<file path="config.mk">
export PLATFORM = sky130hd
export DESIGN_NAME = playback_phase_sequencer
export DESIGN_NICKNAME = d
export VERILOG_FILES = /design/src/design/pps_pkg.sv /design/src/design/pps_cfg.sv /design/src/design/pps_ctrl.sv /design/src/design/pps_dp.sv /design/src/design/playback_phase_sequencer.sv
export SDC_FILE = /design/constraint.sdc
export NUM_CORES = 2
export LEC_CHECK = 0
export ABC_AREA = 0
export BUFFER_PORTS_ARGS = -buffer_cell sky130_fd_sc_hd__buf_2
export CORE_UTILIZATION = 36
export DETAILED_ROUTE_END_ITERATION = 10
export SYNTH_ARGS = -nofsm -noshare
export SYNTH_HDL_FRONTEND = slang
export SYNTH_SLANG_ARGS = --single-unit
</file>
<file path="constraint.sdc">
create_clock -name clk_i -period 20.5 [get_ports clk_i]
set_input_delay 3.075 -clock clk_i [delete_from_list [all_inputs] [get_ports clk_i]]
set_output_delay 3.075 -clock clk_i [all_outputs]
set_load 0.02 [all_outputs]
</file>
<file path="src/design/pps_pkg.sv">
// Package: shared types, widths and codes of the playback phase sequencer.
`timescale 1ns / 1ps
package pps_pkg;

  localparam int FRAC_BITS  = 16;
  localparam int POS_W      = FRAC_BITS + 1;
  localparam int MS_W       = 16;
  localparam int RATE_W     = 24;
  localparam int SPEED_W    = 16;
  localparam int PROD1_W    = MS_W + SPEED_W;
  localparam int PROD_W     = PROD1_W + RATE_W;
  localparam int PROD_FRAC  = 36;
  localparam int D_W        = PROD_W - (PROD_FRAC - FRAC_BITS);
  localparam int EXT_W      = D_W + 1;
  localparam int OP_W       = 3;
  localparam int MODE_W     = 3;
  localparam int CFG_IDX_W  = 3;
  localparam int CFG_DATA_W = 24;

  localparam logic [POS_W-1:0]   ONE_POS   = {1'b1, {FRAC_BITS{1'b0}}};
  localparam logic [SPEED_W-1:0] SPEED_MAX = SPEED_W'(40960);
  localparam logic [SPEED_W-1:0] SPEED_RST = SPEED_W'(4096);

  localparam logic [OP_W-1:0] OP_TICK   = 3'd0;
  localparam logic [OP_W-1:0] OP_PLAY   = 3'd1;
  localparam logic [OP_W-1:0] OP_PAUSE  = 3'd2;
  localparam logic [OP_W-1:0] OP_STOP   = 3'd3;
  localparam logic [OP_W-1:0] OP_SETPOS = 3'd4;
  localparam logic [OP_W-1:0] OP_SELECT = 3'd5;

  localparam logic [MODE_W-1:0] MODE_STATIC   = 3'd0;
  localparam logic [MODE_W-1:0] MODE_NORMAL   = 3'd1;
  localparam logic [MODE_W-1:0] MODE_REVERSE  = 3'd2;
  localparam logic [MODE_W-1:0] MODE_PINGPONG = 3'd3;
  localparam logic [MODE_W-1:0] MODE_RPINGPONG = 3'd4;

  localparam logic [CFG_IDX_W-1:0] CFG_MODE   = 3'd0;
  localparam logic [CFG_IDX_W-1:0] CFG_LOOP   = 3'd1;
  localparam logic [CFG_IDX_W-1:0] CFG_RATE   = 3'd2;
  localparam logic [CFG_IDX_W-1:0] CFG_SPEED  = 3'd3;
  localparam logic [CFG_IDX_W-1:0] CFG_ACTION = 3'd4;

  typedef struct packed {
    logic [MODE_W-1:0]  mode;
    logic               loop_enable;
    logic [RATE_W-1:0]  base_rate;
    logic [SPEED_W-1:0] speed_scale;
    logic               has_action;
  } cfg_t;

  typedef struct packed {
    logic load;
    logic mul1;
    logic mul2;
    logic commit;
  } cmd_t;

  typedef struct packed {
    logic [POS_W-1:0] phase;
    logic             forward;
    logic             playing;
    logic             paused;
    logic             ev_play;
    logic             ev_start;
    logic             ev_end;
    logic             ev_change;
    logic             ev_stop;
    logic             ev_pause_on;
    logic             ev_pause_off;
  } result_t;

endpackage

</file>
<file path="src/design/pps_cfg.sv">
// Configuration register file of the playback phase sequencer.
`timescale 1ns / 1ps
module pps_cfg (
  input  logic                           clk_i,
  input  logic                           rst_ni,
  input  logic                           cfg_valid_i,
  input  logic [pps_pkg::CFG_IDX_W-1:0]  cfg_index_i,
  input  logic [pps_pkg::CFG_DATA_W-1:0] cfg_data_i,
  output pps_pkg::cfg_t                  cfg_o
);
  import pps_pkg::*;

  cfg_t cfg_q;

  always_ff @(posedge clk_i or negedge rst_ni) begin
    if (!rst_ni) begin
      cfg_q.mode        <= MODE_NORMAL;
      cfg_q.loop_enable <= 1'b0;
      cfg_q.base_rate   <= '0;
      cfg_q.speed_scale <= SPEED_RST;
      cfg_q.has_action  <= 1'b0;
    end else if (cfg_valid_i) begin
      unique case (cfg_index_i)
        CFG_MODE:   cfg_q.mode        <= cfg_data_i[MODE_W-1:0];
        CFG_LOOP:   cfg_q.loop_enable <= cfg_data_i[0];
        CFG_RATE:   cfg_q.base_rate   <= cfg_data_i[RATE_W-1:0];
        CFG_SPEED:  cfg_q.speed_scale <= cfg_data_i[SPEED_W-1:0];
        CFG_ACTION: cfg_q.has_action  <= cfg_data_i[0];
        default: ;
      endcase
    end
  end

  assign cfg_o = cfg_q;

endmodule

</file>
<file path="src/design/pps_ctrl.sv">
// Controller: sequences capture, two multiply steps and the state update.
`timescale 1ns / 1ps
module pps_ctrl (
  input  logic          clk_i,
  input  logic          rst_ni,
  input  logic          in_valid_i,
  output logic          in_ready_o,
  output logic          out_valid_o,
  input  logic          out_ready_i,
  output pps_pkg::cmd_t cmd_o
);
  import pps_pkg::*;

  typedef enum logic [1:0] {
    ST_IDLE,
    ST_MUL1,
    ST_MUL2,
    ST_UPD
  } state_e;

  state_e state_q;
  logic   out_valid_q;

  always_comb begin
    cmd_o.load   = in_valid_i && (state_q == ST_IDLE);
    cmd_o.mul1   = (state_q == ST_MUL1);
    cmd_o.mul2   = (state_q == ST_MUL2);
    cmd_o.commit = (state_q == ST_UPD) && (!out_valid_q || out_ready_i);
  end

  always_ff @(posedge clk_i or negedge rst_ni) begin
    if (!rst_ni) begin
      state_q     <= ST_IDLE;
      out_valid_q <= 1'b0;
    end else begin
      unique case (state_q)
        ST_IDLE: if (in_valid_i) state_q <= ST_MUL1;
        ST_MUL1: state_q <= ST_MUL2;
        ST_MUL2: state_q <= ST_UPD;
        ST_UPD:  if (cmd_o.commit) state_q <= ST_IDLE;
        default: state_q <= ST_IDLE;
      endcase
      if (cmd_o.commit) begin
        out_valid_q <= 1'b1;
      end else if (out_ready_i) begin
        out_valid_q <= 1'b0;
      end
    end
  end

  assign in_ready_o  = (state_q == ST_IDLE);
  assign out_valid_o = out_valid_q;

endmodule

</file>
<file path="src/design/pps_dp.sv">
// Datapath: phase advance multiply, mode logic, playback state and result register.
`timescale 1ns / 1ps
module pps_dp (
  input  logic                        clk_i,
  input  logic                        rst_ni,
  input  pps_pkg::cmd_t               cmd_i,
  input  pps_pkg::cfg_t               cfg_i,
  input  logic [pps_pkg::OP_W-1:0]    op_i,
  input  logic [pps_pkg::MS_W-1:0]    elapsed_ms_i,
  input  logic [pps_pkg::POS_W-1:0]   new_position_i,
  output pps_pkg::result_t            res_o
);
  import pps_pkg::*;

  logic [OP_W-1:0]    op_q;
  logic [MS_W-1:0]    ms_q;
  logic [POS_W-1:0]   npos_q;
  logic [PROD1_W-1:0] prod1_q;
  logic [PROD_W-1:0]  prod_q;
  logic [POS_W-1:0]   pos_q, pos_d;
  logic               fwd_q, fwd_d;
  logic               play_q, play_d;
  logic               pause_q, pause_d;
  result_t            res_q, res_d;

  logic [SPEED_W-1:0] speed_sat;
  logic [D_W-1:0]     d_val;
  logic [EXT_W-1:0]   p_ext, d_ext, sum, diff, one_ext;
  logic [POS_W-1:0]   sum_frac, diff_frac, sum_low, p_minus_d;
  logic               sum_over, d_ge_p, d_gt_p;
  logic               rew_back;
  logic [POS_W-1:0]   rew_pos;
  logic               tick_on, finished;

  assign speed_sat = (cfg_i.speed_scale > SPEED_MAX) ? SPEED_MAX : cfg_i.speed_scale;

  always_ff @(posedge clk_i) begin
    if (cmd_i.load) begin
      op_q   <= op_i;
      ms_q   <= elapsed_ms_i;
      npos_q <= new_position_i;
    end
    if (cmd_i.mul1) prod1_q <= ms_q * speed_sat;
    if (cmd_i.mul2) prod_q  <= prod1_q * cfg_i.base_rate;
    if (cmd_i.commit) res_q <= res_d;
  end

  always_comb begin
    d_val     = prod_q[PROD_W-1:PROD_FRAC-FRAC_BITS];
    p_ext     = EXT_W'(pos_q);
    d_ext     = EXT_W'(d_val);
    one_ext   = EXT_W'(ONE_POS);
    sum       = p_ext + d_ext;
    diff      = d_ext - p_ext;
    sum_over  = (sum >= one_ext);
    d_ge_p    = (d_ext >= p_ext);
    d_gt_p    = (d_ext > p_ext);
    sum_frac  = {1'b0, sum[FRAC_BITS-1:0]};
    diff_frac = {1'b0, diff[FRAC_BITS-1:0]};
    sum_low   = sum[POS_W-1:0];
    p_minus_d = pos_q - d_val[POS_W-1:0];
    rew_back  = cfg_i.has_action &&
                ((cfg_i.mode == MODE_REVERSE) || (cfg_i.mode == MODE_RPINGPONG));
    rew_pos   = rew_back ? ONE_POS : '0;
    tick_on   = cfg_i.has_action && play_q && !pause_q &&
                (cfg_i.mode >= MODE_NORMAL) && (cfg_i.mode <= MODE_RPINGPONG);
  end

  always_comb begin
    pos_d    = pos_q;
    fwd_d    = fwd_q;
    play_d   = play_q;
    pause_d  = pause_q;
    finished = 1'b0;
    res_d    = '0;
    unique case (op_q)
      OP_TICK: begin
        if (tick_on) begin
          unique case (cfg_i.mode)
            MODE_NORMAL: begin
              if (sum_over) begin
                res_d.ev_end = 1'b1;
                if (cfg_i.loop_enable) begin
                  pos_d = sum_frac;
                  res_d.ev_start = 1'b1;
                end else finished = 1'b1;
              end else pos_d = sum_low;
            end
            MODE_REVERSE: begin
              if (d_ge_p) begin
                res_d.ev_end = 1'b1;
                if (cfg_i.loop_enable) begin
                  pos_d = ONE_POS - diff_frac;
                  res_d.ev_start = 1'b1;
                end else finished = 1'b1;
              end else pos_d = p_minus_d;
            end
            MODE_PINGPONG: begin
              if (fwd_q) begin
                if (sum_over) begin
                  pos_d = ONE_POS - sum_frac;
                  fwd_d = 1'b0;
                  res_d.ev_change = 1'b1;
                end else pos_d = sum_low;
              end else if (d_gt_p) begin
                res_d.ev_end = 1'b1;
                if (cfg_i.loop_enable) begin
                  pos_d = diff_frac;
                  fwd_d = 1'b1;
                  res_d.ev_start = 1'b1;
                end else finished = 1'b1;
              end else pos_d = p_minus_d;
            end
            default: begin
              if (!fwd_q) begin
                if (d_gt_p) begin
                  pos_d = diff_frac;
                  fwd_d = 1'b1;
                  res_d.ev_change = 1'b1;
                end else pos_d = p_minus_d;
              end else if (sum_over) begin
                res_d.ev_end = 1'b1;
                if (cfg_i.loop_enable) begin
                  pos_d = ONE_POS - sum_frac;
                  fwd_d = 1'b0;
                  res_d.ev_start = 1'b1;
                end else finished = 1'b1;
              end else pos_d = sum_low;
            end
          endcase
          if (finished) begin
            play_d = 1'b0;
            pause_d = 1'b0;
            res_d.ev_stop = 1'b1;
            pos_d = rew_pos;
            fwd_d = !rew_back;
          end
        end
      end
      OP_PLAY: begin
        if (cfg_i.has_action && !(play_q && !pause_q)) begin
          play_d = 1'b1;
          pause_d = 1'b0;
          if (pause_q) begin
            res_d.ev_pause_off = 1'b1;
          end else begin
            res_d.ev_play  = 1'b1;
            res_d.ev_start = 1'b1;
          end
        end
      end
      OP_PAUSE: begin
        pause_d = 1'b1;
        res_d.ev_pause_on = 1'b1;
      end
      OP_STOP: begin
        pos_d = rew_pos;
        fwd_d = !rew_back;
        play_d = 1'b0;
        pause_d = 1'b0;
        res_d.ev_stop = 1'b1;
      end
      OP_SETPOS: begin
        pos_d = (npos_q > ONE_POS) ? ONE_POS : npos_q;
      end
      OP_SELECT: begin
        pos_d = rew_pos;
        fwd_d = !rew_back;
        play_d = 1'b0;
        pause_d = 1'b0;
      end
      default: ;
    endcase
    res_d.phase   = pos_d;
    res_d.forward = fwd_d;
    res_d.playing = play_d;
    res_d.paused  = pause_d;
  end

  always_ff @(posedge clk_i or negedge rst_ni) begin
    if (!rst_ni) begin
      pos_q   <= '0;
      fwd_q   <= 1'b1;
      play_q  <= 1'b0;
      pause_q <= 1'b0;
    end else if (cmd_i.commit) begin
      pos_q   <= pos_d;
      fwd_q   <= fwd_d;
      play_q  <= play_d;
      pause_q <= pause_d;
    end
  end

  assign res_o = res_q;

endmodule

</file>
<file path="src/design/playback_phase_sequencer.sv">
// Playback phase sequencer (top level).
// Input channel (in_valid_i / in_ready_o) carries one op per transaction: tick,
// play, pause, stop, set position or select. Each accepted transaction yields
// exactly one result transaction on out_valid_o / out_ready_i with the phase
// (Q1.16), direction, play and pause flags and the one-shot event bits.
// The configuration channel (cfg_valid_i / cfg_ready_o) is always ready and
// writes register cfg_index_i with cfg_data_i; write it only while idle.
// Each item passes through capture, two registered multiply steps
// (elapsed_ms x speed, then x base_rate) and the update; a new item is
// accepted only after the current one has been committed.
// A new item is accepted while a result waits; if the result register is
// still occupied when the next update is due, the update holds until the
// receiver takes the pending result, and input stays blocked meanwhile.
// Reset: phase 0, forward, stopped, not paused; mode normal, loop off,
// base rate 0, speed 1.0, no action loaded; no result pending.
`timescale 1ns / 1ps
module playback_phase_sequencer (
  input  logic                           clk_i,
  input  logic                           rst_ni,
  input  logic                           in_valid_i,
  output logic                           in_ready_o,
  input  logic [pps_pkg::OP_W-1:0]       op_i,
  input  logic [pps_pkg::MS_W-1:0]       elapsed_ms_i,
  input  logic [pps_pkg::POS_W-1:0]      new_position_i,
  output logic                           out_valid_o,
  input  logic                           out_ready_i,
  output logic [pps_pkg::POS_W-1:0]      phase_o,
  output logic                           forward_o,
  output logic                           playing_o,
  output logic                           paused_o,
  output logic                           ev_play_o,
  output logic                           ev_start_o,
  output logic                           ev_end_o,
  output logic                           ev_change_o,
  output logic                           ev_stop_o,
  output logic                           ev_pause_on_o,
  output logic                           ev_pause_off_o,
  input  logic                           cfg_valid_i,
  output logic                           cfg_ready_o,
  input  logic [pps_pkg::CFG_IDX_W-1:0]  cfg_index_i,
  input  logic [pps_pkg::CFG_DATA_W-1:0] cfg_data_i
);
  import pps_pkg::*;

  cfg_t    cfg;
  cmd_t    cmd;
  result_t res;

  assign cfg_ready_o = 1'b1;

  pps_cfg u_cfg (
    .clk_i       (clk_i),
    .rst_ni      (rst_ni),
    .cfg_valid_i (cfg_valid_i),
    .cfg_index_i (cfg_index_i),
    .cfg_data_i  (cfg_data_i),
    .cfg_o       (cfg)
  );

  pps_ctrl u_ctrl (
    .clk_i       (clk_i),
    .rst_ni      (rst_ni),
    .in_valid_i  (in_valid_i),
    .in_ready_o  (in_ready_o),
    .out_valid_o (out_valid_o),
    .out_ready_i (out_ready_i),
    .cmd_o       (cmd)
  );

  pps_dp u_dp (
    .clk_i          (clk_i),
    .rst_ni         (rst_ni),
    .cmd_i          (cmd),
    .cfg_i          (cfg),
    .op_i           (op_i),
    .elapsed_ms_i   (elapsed_ms_i),
    .new_position_i (new_position_i),
    .res_o          (res)
  );

  assign phase_o        = res.phase;
  assign forward_o      = res.forward;
  assign playing_o      = res.playing;
  assign paused_o       = res.paused;
  assign ev_play_o      = res.ev_play;
  assign ev_start_o     = res.ev_start;
  assign ev_end_o       = res.ev_end;
  assign ev_change_o    = res.ev_change;
  assign ev_stop_o      = res.ev_stop;
  assign ev_pause_on_o  = res.ev_pause_on;
  assign ev_pause_off_o = res.ev_pause_off;

endmodule

</file>
==> impl_metrics.yaml <==
run_status:
  status: "finished clean"
critical_path:
  critPathMostFrequentCell: "fa_1"
  critPathMaxFanout: 96
  r2r_slack_ns: 11.07
  crit_type: "flip-flop to flip-flop"
  cpPeakStageDelay_ns: 0.61
  cp.arrival_ns: 9.73
  slowest_stage: "buf_4"
  required_ns: 20.80
  worstSetupStartpointType: "flip-flop"
  critPathCaptureType: "flip-flop"
place:
  io_buffers: 96
  place_ws_ns: 11.17
  dpl.hpwl_um: 106000
  dp_cells: 6737
  place_congestion: 0.925
cells_and_area:
  layout_common_cells: "inv_1 (1015), fa_1 (854), nand2_1 (666), and2_1 (433), ha_1 (337)"
  nFillCells: 12900
  multi_input_area_um2: 35600
  syn2layout_area_growth_pct: 5.72
  final_cells: 6772
  drive_gt1_frac: 0.0578
  ff_latch_area_um2: 5640
  final_common_cell: "inv_1"
  final_nets: 6354
synth:
  synth_area_per_cell_um2: 8.92
  synth-compound-area-share: 0.0834
  netlist_area_um2: 46200
  synthFlopType: "edfxtp_1"
  synth_xor_area_frac: 0.0233
  synth_seq_area_share: 0.122
  syn_nets: 6441
  yosys.cell_types.count: 101
  synthSimpleGateAreaFrac: 0.188
  yosys_register_bits: 199
  ys_async_sr_fraction: 0.342
  synth-edff-count: 131
  synthAdderAreaFrac: 0.462
  syn_inst: 5181
  ys_warn_count: 0
  muxShareOfSynthArea: 0.0142
  synth_top_family_by_area: "adder cells"
global_routing:
  use_met1: 0.275
  grt_pass1_wl_um: 214000
  grt_use_met2: 0.350
  grt_overflow: 0
  grt_max_degree: 97
  gr-usage-met3: 0.0444
  grt_pass1_vias: 37300
  grt.total_usage: 0.212
  grt.busiest_layer: "met2"
  antenna_found_initial: 7
die:
  dieWidth_um: 360
  coreArea_um2: 128000
  dieHeight_um: 360
  dieArea_um2: 130000
  io_pins: 98
  rows: 131
  initial_core_util: 0.362
clocking:
  clk_pin_slew_ns: 0.09
  cts_buffer_depth: 2
  cts_tree: "done"
  h-tree-depth: 4
  cts.sinks: 199
  cts_inserted_buffers: 17
  ctsResizeCount: 0
  clkLatencyLatePin_ns: 0.54
  ctsHoldBuffers: 0
  cts_root_buf: "clkbuf_16"
  cts_setup_buffers: 0
sta:
  slew_headroom: 0.144
  clock_skew_ns: 0.0197
  fin_crit_ns: 9.43
  fmax_mhz: 106
  finalSetupViolCount: 0
  tightest_slew_ns: 1.28
  rsz0062_at_grt: "no"
  hold_viol_final: 0
  worst_slack_ns: 11.07
  fin_crit_sh: 0.460
  slew_violations: 0
  setup_tns_ns: 0
detailed_routing:
  detail_route.vias_per_cell: 5.24
  drcViolationCount: 0
  drtPass1Iterations: 6
  wl_per_cell_um: 20.0
  drt_iter0_drc: 2625
  wl_um: 135000
  route.vias.total: 35500
  antenna_left: 0
min_path:
  holdCritPathClass: "flip-flop to flip-flop"
run:
  maxCapViolations: 0
synth_stat cells (all sizes together), types with 20 or more instances:
cell,instances,area share
xor2,25,0.0047
inv,1018,0.083
ha,338,0.092
a31oi,27,0.0038
dfrtp,65,0.035
nor3,72,0.0080
a21oi,164,0.018
o21a,25,0.0041
and2,437,0.059
nand3,60,0.0066
mux2,46,0.011
a21o,47,0.0076
nand2,667,0.054
nor4,33,0.0049
a211oi,25,0.0042
edfxtp,131,0.085
xnor2,98,0.019
nand2b,20,0.0027
o31ai,21,0.0038
fa,854,0.37
buf,44,0.0056
and3,112,0.015
o21ai,105,0.011
nand4,30,0.0041
or3,22,0.0032
nor2b,27,0.0037
nor2,199,0.016
clkbuf,228,0.019
routing by layer:
layer  up-vias  share of wire
met5         -        0.00051
met3       253          0.073
met4        10          0.029
li1      16000              -
met1     17900           0.43
met2      1278           0.47
flip-flops by register name, indices dropped and copies added, names as in the netlist:
signal / cells
u_dp.res_o: 27
u_dp.pos_q: 17
u_dp.play_q: 1
u_dp.fwd_q: 1
u_dp.ms_q: 16
u_dp.pause_q: 1
u_dp.op_q: 3
u_dp.prod_q: 36
u_ctrl.state_q: 2
u_ctrl.out_valid_o: 1
u_dp.npos_q: 17
u_dp.prod1_q: 32
u_cfg.cfg_o: 45
area by class of cell:
class / instances / share of cell area
repair buffers: 166 / 0.0206
clock buffers: 17 / 0.00871
inverters: 1020 / 0.0784
flip-flops and latches: 199 / 0.115
diodes: 3 / 0.000154
clock inverters: 15 / 0.00433
multi-input cells: 3690 / 0.730
well taps: 1662 / 0.0426
kinds of logic (layout without fill, tap and decap cells):
group                      after synthesis  count (layout)
AOI/OAI and AO/OA                      577             577
xor gates and xnor gates               123             123
adders and majority gates             1192            1192
buffers and inverters                 1292            1218
DFF                                    199             199
muxes                                   60              60
other                                    1               4
and+or+nand+nor                       1737            1737
final timing paths:
check                                start  cells past startpoint                to
setup / recovery            u_cfg.cfg_o[5]                     29  u_dp.prod1_q[31]
hold / removal             u_cfg.cfg_o[26]                      1   u_cfg.cfg_o[26]
setup reg to reg            u_cfg.cfg_o[5]                     29  u_dp.prod1_q[31]
hold reg to reg            u_cfg.cfg_o[26]                      1   u_cfg.cfg_o[26]
max in group asynchronous           rst_ni                      2    u_cfg.cfg_o[8]
min in group asynchronous           rst_ni                      1     u_dp.pos_q[0]
per-stage QoR:
stage | hold WS (ns) | utilization | instance area, µm²
floorplan | 0.479 | - | 46200
global placement | 0.487 | 0.378 | 48200
detailed placement | 0.493 | 0.378 | 48200
CTS | 0.511 | 0.383 | 48800
global route | 0.554 | 0.383 | 48800
finish | 0.511 | 0.383 | 48800
worst max-delay path: cells and delay by family (launching register included):
kind / cells / cell delay [ns]
flip-flops: 1 / 0.54
AND/OR/NAND/NOR: 9 / 2.16
buffers and inverters: 4 / 0.75
XOR/XNOR: 1 / 0.08
AO/OA/AOI/OAI: 8 / 2.22
adder cells (fa/ha/maj): 7 / 3.41
Power is left out: the tool's default activity adds up to more than one toggle a clock period on the data nets, which glitch-free logic cannot reach.
